[config.mk]
export PLATFORM = sky130hd
export DESIGN_NAME = circular_fifo_queue_unit
export DESIGN_NICKNAME = d
export VERILOG_FILES = /design/src/design/cfq_pkg.sv /design/src/design/circular_fifo_queue_unit.sv /design/src/design/cfq_front.sv /design/src/design/cfq_back.sv
export SDC_FILE = /design/constraint.sdc
export NUM_CORES = 1
export LEC_CHECK = 0
export BUFFER_PORTS_ARGS = -buffer_cell sky130_fd_sc_hd__buf_2
export CORE_ASPECT_RATIO = 0.7
export CORE_MARGIN = 3
export CORE_UTILIZATION = 62
export CTS_CLUSTER_SIZE = 14
export DETAILED_ROUTE_END_ITERATION = 10
export PLACE_DENSITY = 0.8
export RECOVER_POWER = 25
export SYNTH_ARGS = -nofsm -noshare
export SYNTH_HDL_FRONTEND = slang
export SYNTH_SLANG_ARGS = --single-unit
[constraint.sdc]
create_clock -name i_clk -period 8.2 [get_ports i_clk]
set_input_delay 0.82 -clock i_clk [delete_from_list [all_inputs] [get_ports i_clk]]
set_output_delay 0.82 -clock i_clk [all_outputs]
set_load 0.01 [all_outputs]
[src/design/cfq_pkg.sv]
`default_nettype none
package cfq_pkg;

    // Word width of the stored values.
    localparam int DATA_W        = 32;
    localparam int DEFAULT_DEPTH = 8;

    // Depth of the request queue between the front and the back.
    localparam int REQ_QDEPTH = 2;
    localparam int REQ_QPTR_W = $clog2(REQ_QDEPTH);
    localparam int REQ_QCNT_W = $clog2(REQ_QDEPTH + 1);

    // Command codes.
    localparam logic [1:0] CMD_PUSH = 2'd0;
    localparam logic [1:0] CMD_POP  = 2'd1;
    localparam logic [1:0] CMD_DUMP = 2'd2;

    // Result status codes.
    typedef enum logic [1:0] {
        ST_OK    = 2'd0,
        ST_FULL  = 2'd1,
        ST_EMPTY = 2'd2
    } t_status;

    // Back-end sequencer states.
    typedef enum logic [1:0] {
        S_IDLE   = 2'd0,
        S_POP_RD = 2'd1,
        S_DUMP   = 2'd2
    } t_state;

    // One queued request.
    typedef struct packed {
        logic [1:0]               cmd;
        logic signed [DATA_W-1:0] value;
    } t_req;

endpackage
`default_nettype wire

[src/design/circular_fifo_queue_unit.sv]
`default_nettype none
// Push and error results pass the request queue and the result register; pop results
// also pass the registered read of the entry memory. Dump: the first word as for a pop,
// then one word per cycle until the last. Throughput: one push per cycle while the back
// end is idle; a pop or a dump holds the back end until its last result is out.
// A two-entry request queue lets start be taken while the back end works; busy when full.
// Reset (synchronous, active low) empties the queue; results cannot be stalled.
module circular_fifo_queue_unit
    import cfq_pkg::*;
#(
    parameter int DEPTH = DEFAULT_DEPTH
) (
    input  wire logic                     i_clk,
    input  wire logic                     i_rst_n,
    input  wire logic                     i_start,
    output logic                          o_busy,
    input  wire logic [1:0]               i_command,
    input  wire logic signed [DATA_W-1:0] i_push_value,
    output logic                          o_valid,
    output logic [1:0]                    o_status,
    output logic signed [DATA_W-1:0]      o_data_out,
    output logic                          o_last
);

    logic req_valid;
    t_req req;
    logic req_pop;

    // Front end: takes and screens requests.
    cfq_front u_front (
        .i_clk        (i_clk),
        .i_rst_n      (i_rst_n),
        .i_start      (i_start),
        .i_command    (i_command),
        .i_push_value (i_push_value),
        .o_busy       (o_busy),
        .o_req_valid  (req_valid),
        .o_req        (req),
        .i_req_pop    (req_pop)
    );

    // Back end: owns the ring storage and produces results.
    cfq_back #(
        .DEPTH (DEPTH)
    ) u_back (
        .i_clk       (i_clk),
        .i_rst_n     (i_rst_n),
        .i_req_valid (req_valid),
        .i_req       (req),
        .o_req_pop   (req_pop),
        .o_valid     (o_valid),
        .o_status    (o_status),
        .o_data_out  (o_data_out),
        .o_last      (o_last)
    );

endmodule
`default_nettype wire

[src/design/cfq_front.sv]
`default_nettype none
module cfq_front
    import cfq_pkg::*;
(
    input  wire logic                     i_clk,
    input  wire logic                     i_rst_n,
    input  wire logic                     i_start,
    input  wire logic [1:0]               i_command,
    input  wire logic signed [DATA_W-1:0] i_push_value,
    output logic                          o_busy,
    output logic                          o_req_valid,
    output t_req                          o_req,
    input  wire logic                     i_req_pop
);

    t_req                  r_q [REQ_QDEPTH];
    logic [REQ_QPTR_W-1:0] r_wr_ptr, n_wr_ptr;
    logic [REQ_QPTR_W-1:0] r_rd_ptr, n_rd_ptr;
    logic [REQ_QCNT_W-1:0] r_cnt, n_cnt;
    logic                  accept;
    logic                  push_q;
    logic                  pop_q;

    // A request is taken whenever the queue has room; unused codes are dropped here.
    assign o_busy      = (r_cnt == REQ_QCNT_W'(REQ_QDEPTH));
    assign accept      = i_start && !o_busy;
    assign push_q      = accept && (i_command == CMD_PUSH || i_command == CMD_POP ||
                                    i_command == CMD_DUMP);
    assign pop_q       = i_req_pop && o_req_valid;
    assign o_req_valid = (r_cnt != '0);
    assign o_req       = r_q[r_rd_ptr];

    // Pointer and fill count updates.
    always_comb begin
        n_wr_ptr = r_wr_ptr;
        n_rd_ptr = r_rd_ptr;
        n_cnt    = r_cnt;
        if (push_q) begin
            n_wr_ptr = (r_wr_ptr == REQ_QPTR_W'(REQ_QDEPTH - 1)) ? '0
                                                                  : r_wr_ptr + 1'b1;
        end
        if (pop_q) begin
            n_rd_ptr = (r_rd_ptr == REQ_QPTR_W'(REQ_QDEPTH - 1)) ? '0
                                                                  : r_rd_ptr + 1'b1;
        end
        if (push_q && !pop_q) begin
            n_cnt = r_cnt + 1'b1;
        end else if (pop_q && !push_q) begin
            n_cnt = r_cnt - 1'b1;
        end
    end

    always_ff @(posedge i_clk) begin
        if (!i_rst_n) begin
            r_wr_ptr <= '0;
            r_rd_ptr <= '0;
            r_cnt    <= '0;
        end else begin
            r_wr_ptr <= n_wr_ptr;
            r_rd_ptr <= n_rd_ptr;
            r_cnt    <= n_cnt;
        end
    end

    // Request payload storage.
    always_ff @(posedge i_clk) begin
        if (push_q) begin
            r_q[r_wr_ptr] <= '{cmd: i_command, value: i_push_value};
        end
    end

endmodule
`default_nettype wire

[src/design/cfq_back.sv]
`default_nettype none
module cfq_back
    import cfq_pkg::*;
#(
    parameter int DEPTH = DEFAULT_DEPTH
) (
    input  wire logic                     i_clk,
    input  wire logic                     i_rst_n,
    input  wire logic                     i_req_valid,
    input  wire t_req                     i_req,
    output logic                          o_req_pop,
    output logic                          o_valid,
    output logic [1:0]                    o_status,
    output logic signed [DATA_W-1:0]      o_data_out,
    output logic                          o_last
);

    localparam int AW = (DEPTH > 1) ? $clog2(DEPTH) : 1;
    localparam int CW = $clog2(DEPTH + 1);

    t_state                  r_state, n_state;
    logic [AW-1:0]           r_head, n_head;
    logic [AW-1:0]           r_tail, n_tail;
    logic [CW-1:0]           r_count, n_count;
    logic [AW-1:0]           r_idx, n_idx;
    logic [CW-1:0]           r_left, n_left;
    logic                    r_out_valid, n_out_valid;
    t_status                 r_out_status, n_out_status;
    logic signed [DATA_W-1:0] r_out_data, n_out_data;
    logic                    r_out_last, n_out_last;
    logic                    mem_we;
    logic                    rd_en;
    logic [AW-1:0]           rd_addr;
    logic signed [DATA_W-1:0] r_rd_data;
    logic signed [DATA_W-1:0] r_mem [DEPTH];
    logic                    q_empty;
    logic                    q_full;

    function automatic logic [AW-1:0] adv(input logic [AW-1:0] idx);
        adv = (idx == AW'(DEPTH - 1)) ? '0 : idx + 1'b1;
    endfunction

    assign q_empty = (r_count == '0);
    assign q_full  = (r_count == CW'(DEPTH));

    // Next state of the sequencer.
    always_comb begin
        n_state = r_state;
        unique case (r_state)
            S_IDLE: begin
                if (i_req_valid && !q_empty) begin
                    if (i_req.cmd == CMD_POP) begin
                        n_state = S_POP_RD;
                    end else if (i_req.cmd == CMD_DUMP) begin
                        n_state = S_DUMP;
                    end
                end
            end
            S_POP_RD: n_state = S_IDLE;
            S_DUMP: begin
                if (r_left == CW'(1)) begin
                    n_state = S_IDLE;
                end
            end
            default: n_state = S_IDLE;
        endcase
    end

    // Datapath control and result generation.
    always_comb begin
        o_req_pop    = 1'b0;
        mem_we       = 1'b0;
        rd_en        = 1'b0;
        rd_addr      = r_head;
        n_head       = r_head;
        n_tail       = r_tail;
        n_count      = r_count;
        n_idx        = r_idx;
        n_left       = r_left;
        n_out_valid  = 1'b0;
        n_out_status = ST_OK;
        n_out_data   = '0;
        n_out_last   = 1'b0;
        unique case (r_state)
            S_IDLE: begin
                if (i_req_valid) begin
                    o_req_pop = 1'b1;
                    priority if (i_req.cmd == CMD_PUSH) begin
                        n_out_valid = 1'b1;
                        n_out_last  = 1'b1;
                        if (q_full) begin
                            n_out_status = ST_FULL;
                        end else begin
                            mem_we  = 1'b1;
                            n_tail  = adv(r_tail);
                            n_count = r_count + 1'b1;
                        end
                    end else if (q_empty) begin
                        // Pop or dump of an empty queue.
                        n_out_valid  = 1'b1;
                        n_out_last   = 1'b1;
                        n_out_status = ST_EMPTY;
                    end else begin
                        // Pop or dump: fetch the head word first.
                        rd_en  = 1'b1;
                        n_idx  = adv(r_head);
                        n_left = r_count;
                    end
                end
            end
            S_POP_RD: begin
                n_out_valid = 1'b1;
                n_out_data  = r_rd_data;
                n_out_last  = 1'b1;
                n_head      = adv(r_head);
                n_count     = r_count - 1'b1;
            end
            S_DUMP: begin
                n_out_valid = 1'b1;
                n_out_data  = r_rd_data;
                if (r_left == CW'(1)) begin
                    n_out_last = 1'b1;
                end else begin
                    rd_en   = 1'b1;
                    rd_addr = r_idx;
                    n_idx   = adv(r_idx);
                    n_left  = r_left - 1'b1;
                end
            end
            default: begin
            end
        endcase
    end

    // Control registers.
    always_ff @(posedge i_clk) begin
        if (!i_rst_n) begin
            r_state     <= S_IDLE;
            r_head      <= '0;
            r_tail      <= '0;
            r_count     <= '0;
            r_left      <= '0;
            r_out_valid <= 1'b0;
        end else begin
            r_state     <= n_state;
            r_head      <= n_head;
            r_tail      <= n_tail;
            r_count     <= n_count;
            r_left      <= n_left;
            r_out_valid <= n_out_valid;
        end
    end

    // Result payload and walk index.
    always_ff @(posedge i_clk) begin
        r_idx        <= n_idx;
        r_out_status <= n_out_status;
        r_out_data   <= n_out_data;
        r_out_last   <= n_out_last;
    end

    // Entry storage with a registered read port.
    always_ff @(posedge i_clk) begin
        if (mem_we) begin
            r_mem[r_tail] <= i_req.value;
        end
    end

    always_ff @(posedge i_clk) begin
        if (rd_en) begin
            r_rd_data <= r_mem[rd_addr];
        end
    end

    assign o_valid    = r_out_valid;
    assign o_status   = r_out_status;
    assign o_data_out = r_out_data;
    assign o_last     = r_out_last;

    // The occupancy count never goes past the capacity.
    a_count_range: assert property (@(posedge i_clk) disable iff (!i_rst_n)
        r_count <= CW'(DEPTH))
        else $error("occupancy exceeds depth");

    // A write is never issued into a full queue.
    a_no_write_full: assert property (@(posedge i_clk) disable iff (!i_rst_n)
        mem_we |-> !q_full)
        else $error("write into full queue");

    // A result that is not the last one only comes out of a dump walk.
    a_mid_from_dump: assert property (@(posedge i_clk) disable iff (!i_rst_n)
        (r_out_valid && !r_out_last) |-> ($past(r_state) == S_DUMP))
        else $error("non-final result outside a dump");

    // A pop read is followed by exactly one pop result.
    a_pop_result: assert property (@(posedge i_clk) disable iff (!i_rst_n)
        (r_state == S_POP_RD) |=> (r_out_valid && r_out_last))
        else $error("pop produced no result");

endmodule
`default_nettype wire

==> impl_results.md <==
- Status: finished, violations left
- Failing checks: max-capacitance violations, max-slew violations
- Peak supply drop: 0.203 mV
- Placed cell areas: 0.0166 mm2
- Cell area after synthesis: 0.0159 mm2
- Critical Path Sink Type: flip-flop
- Pwr dens: 288 mW/mm2
- Num rows: 48
- Clock Sinks: 416
- Post-synth top flop: edfxtp_1
- Top cell type's share of synthesized area: 0.680
- Hold crit path type: reg -> reg
- First-pass GRT wire length: 45700 um
- I/O pin count: 74
- Bufs and invs on worst path: 2
- Gr ovfl total: 0
- Syn. warnings: 0
- Most instantiated library cell after synthesis: edfxtp_1
- Post-route ant nets: 0
- H-tree levels: 2
- Clock Tree Root: clkbuf_16
- # DRC: 0
- Bufs on Longest Clock Path: 3
- Slowest cell on crit path: dfxtp_1
- DR pass1 iterations: 5
- Final Net Count: 1058
- Initial antenna violation count: 0
- Die ar.: 0.0276 mm2
- Die H: 140 um
- Cell taking the most area after synthesis: edfxtp_1
- Max_slew headroom: -0.654
- Initial Utilization: 0.636
- Layout cell share with drive strength beyond 1: 0.170
- Crit Path Class: reg -> reg
- Final cycle utilization of the critical path: 0.529
- Area delta synth->final: 11.6%
- Final Max Tran Viols: 77
- Hold buffers post-CTS: 0
- Req. time, crit path: 8370 ps
- Startpoint Class: flip-flop
- Largest net degree at the start of global routing: 78
- Final wirelength: 29400 um
- Vias in the first global route: 7964
- Final setup fails: 0
- Final GP Congestion: 0.776
- Fin area: 0.0177 mm2
- Routed wire length per instance: 21.6 um
- Synth cell types: 54
- Syn_nets: 970
- RSZ-0062 raised after global routing: false
- DRT iter0 DRCs: 723
- Final TNS setup: 0 ps
- TritonCTS clock tree: built
- Clock Pin Slew Worst Setup and Hold Paths: 60 ps
- Fmax: 230 MHz
- DIE WIDTH: 197 um
- Max Cap Violations: 2
- CTS resizes: 0
- Crit path DAT: 4510 ps
- Final Core Density: 0.710
- Avg Cell Area, Syn: 17.3 um2
- Least-Margin Pin Slew: 2480 ps
- Top delay family on crit path: flip-flops
- Final Skew: 19.3 ps
- Post-synth EDFFs: 359
- Via count: 8122
- Sequential area share after synthesis: 0.752
- Worst-Skew Late Latency: 540 ps
- Syn Inst Count: 918
- Minimum clock period: 4340 ps
- GRT Total Usage: 0.218
- Post-synthesis register bit count: 416
- Top cells by count, synth: edfxtp_1, mux2i_1, nand2_1
- Dpl hpwl: 16100 um
- CTS buffer count: 38
- Crit-path cells: nor3b_1, o211ai_2, inv_1, nand2_1, nor3b_2, buf_4
- Postcts setup bufs: 0
- Final Hold Fails: 0
- Post-synth ARST share: 0
- Worst Path Max Fanout: 40
- Top cells by area, synth: edfxtp_1, dfxtp_1, mux2i_1
- Placeable core area: 0.0249 mm2
- Drt via density: 5.98
- Worst path max stage delay: 1660 ps
- Leak: 5.80 nW
- # diodes: 0
- Port bufs: 73
[worst paths after layout]
path	from	endpoint	slack [ps]	cells after the start
setup / recovery	flip-flop	u_back.r_mem[6][22]	3860	6
hold / removal	u_back.r_rd_data[5]	u_back.o_data_out[5]	440	1
setup reg to reg	flip-flop	u_back.r_mem[6][22]	3860	6
hold reg to reg	u_back.r_rd_data[5]	u_back.o_data_out[5]	440	1
[worst register-to-register path, cell delays in order, from the launching register on]
cell and delay (ps):
dfxtp_1 1660, nor3b_1 440, o211ai_2 310, inv_1 180
nand2_1 180, nor3b_2 650, buf_4 550
[cell type report]
class                      instances  area [um2]
inverter                          15        56.3
tap                              325         407
clock inverter                    10        82.6
sequential                       416       11900
multi-input combinational        443        3730
clock buffer                      57        1050
fill                            1579        7230
timing repair buffer              92         442
[cells in the final DEF (no fill, tap or decap), types with 3 or more instances in the layout]
| cell type | Yosys | routed |
|---|---|---|
| and2_0 | 0 | 10 |
| nor2b_1 | 7 | 6 |
| clkbuf_16 | 0 | 38 |
| a221oi_2 | 23 | 23 |
| mux2_1 | 0 | 7 |
| o21ai_0 | 8 | 7 |
| o21a_1 | 3 | 3 |
| o22ai_1 | 3 | 3 |
| clkbuf_1 | 14 | 64 |
| nor3_1 | 6 | 4 |
| buf_4 | 7 | 17 |
| edfxtp_1 | 359 | 359 |
| o31ai_1 | 4 | 4 |
| xnor2_1 | 4 | 4 |
| clkinv_1 | 0 | 5 |
| nand3_1 | 6 | 6 |
| clkbuf_8 | 0 | 3 |
| inv_1 | 15 | 15 |
| nor3b_1 | 5 | 3 |
| a221oi_1 | 10 | 10 |
| mux2_2 | 34 | 27 |
| mux2i_1 | 101 | 101 |
| nand2b_1 | 3 | 3 |
| nand2_1 | 86 | 86 |
| ha_1 | 15 | 15 |
| a32o_1 | 17 | 17 |
| nor2_4 | 0 | 3 |
| or3_1 | 3 | 3 |
| a21oi_1 | 9 | 9 |
| nor2_1 | 7 | 4 |
| a21boi_0 | 3 | 3 |
| a32o_2 | 15 | 15 |
| and2_1 | 39 | 28 |
| buf_2 | 18 | 26 |
| dfxtp_1 | 57 | 57 |
[per-stage QoR]
step / hold WS [ps] / setup WS [ps] / std cells / total power, mW
after detailed placement: 434 / 4300 / 1291 / 3.53
after floorplan: 426 / 3200 / 918 / 3.26
after CTS: 447 / 4280 / 1358 / 5.16
final: 445 / 3860 / 1358 / 5.10
after global routing: 454 / 3460 / 1358 / 5.30
after global placement: 429 / 4450 / 1291 / 3.50
[registers in the layout, summed over array words and instances (netlist names), 3 cells and up, named ones only]
| register | cells |
|---|---|
| u_back.o_data_out | 32 |
| u_back.r_count | 4 |
| u_back.r_head | 3 |
| u_back.r_idx | 3 |
| u_back.r_left | 4 |
| u_back.r_mem | 256 |
| u_back.r_rd_data | 32 |
| u_back.r_tail | 3 |
| u_front.r_q | 68 |
[layer usage]
metal | up-vias | global-route usage | part of all wire
met3 | 50 | 0.0394 | 0.070
met4 | 0 | 0.0682 | 0.023
met2 | 275 | 0.338 | 0.46
met1 | 4061 | 0.321 | 0.44
met5 | - | 0 | 0
li1 | 3736 | - | -
[cell families (layout without fill, tap and decap cells)]
family | after synthesis | count (layout) | synth area share
AO/OA/AOI/OAI | 109 | 109 | 0.0692
XOR/XNOR | 6 | 6 | 0.00331
adder cells (fa/ha/maj) | 15 | 15 | 0.0118
buffers and inverters | 59 | 174 | 0.0185
flip-flops | 416 | 416 | 0.752
multiplexers | 135 | 135 | 0.0879
AND/OR/NAND/NOR | 178 | 178 | 0.0574
[power breakdown]
part	internal [mW]	switching [mW]
clock	0.919	0.715
sequential	2.64	0.0966
combinational	0.281	0.448
Power figures use the tool's default switching activity.
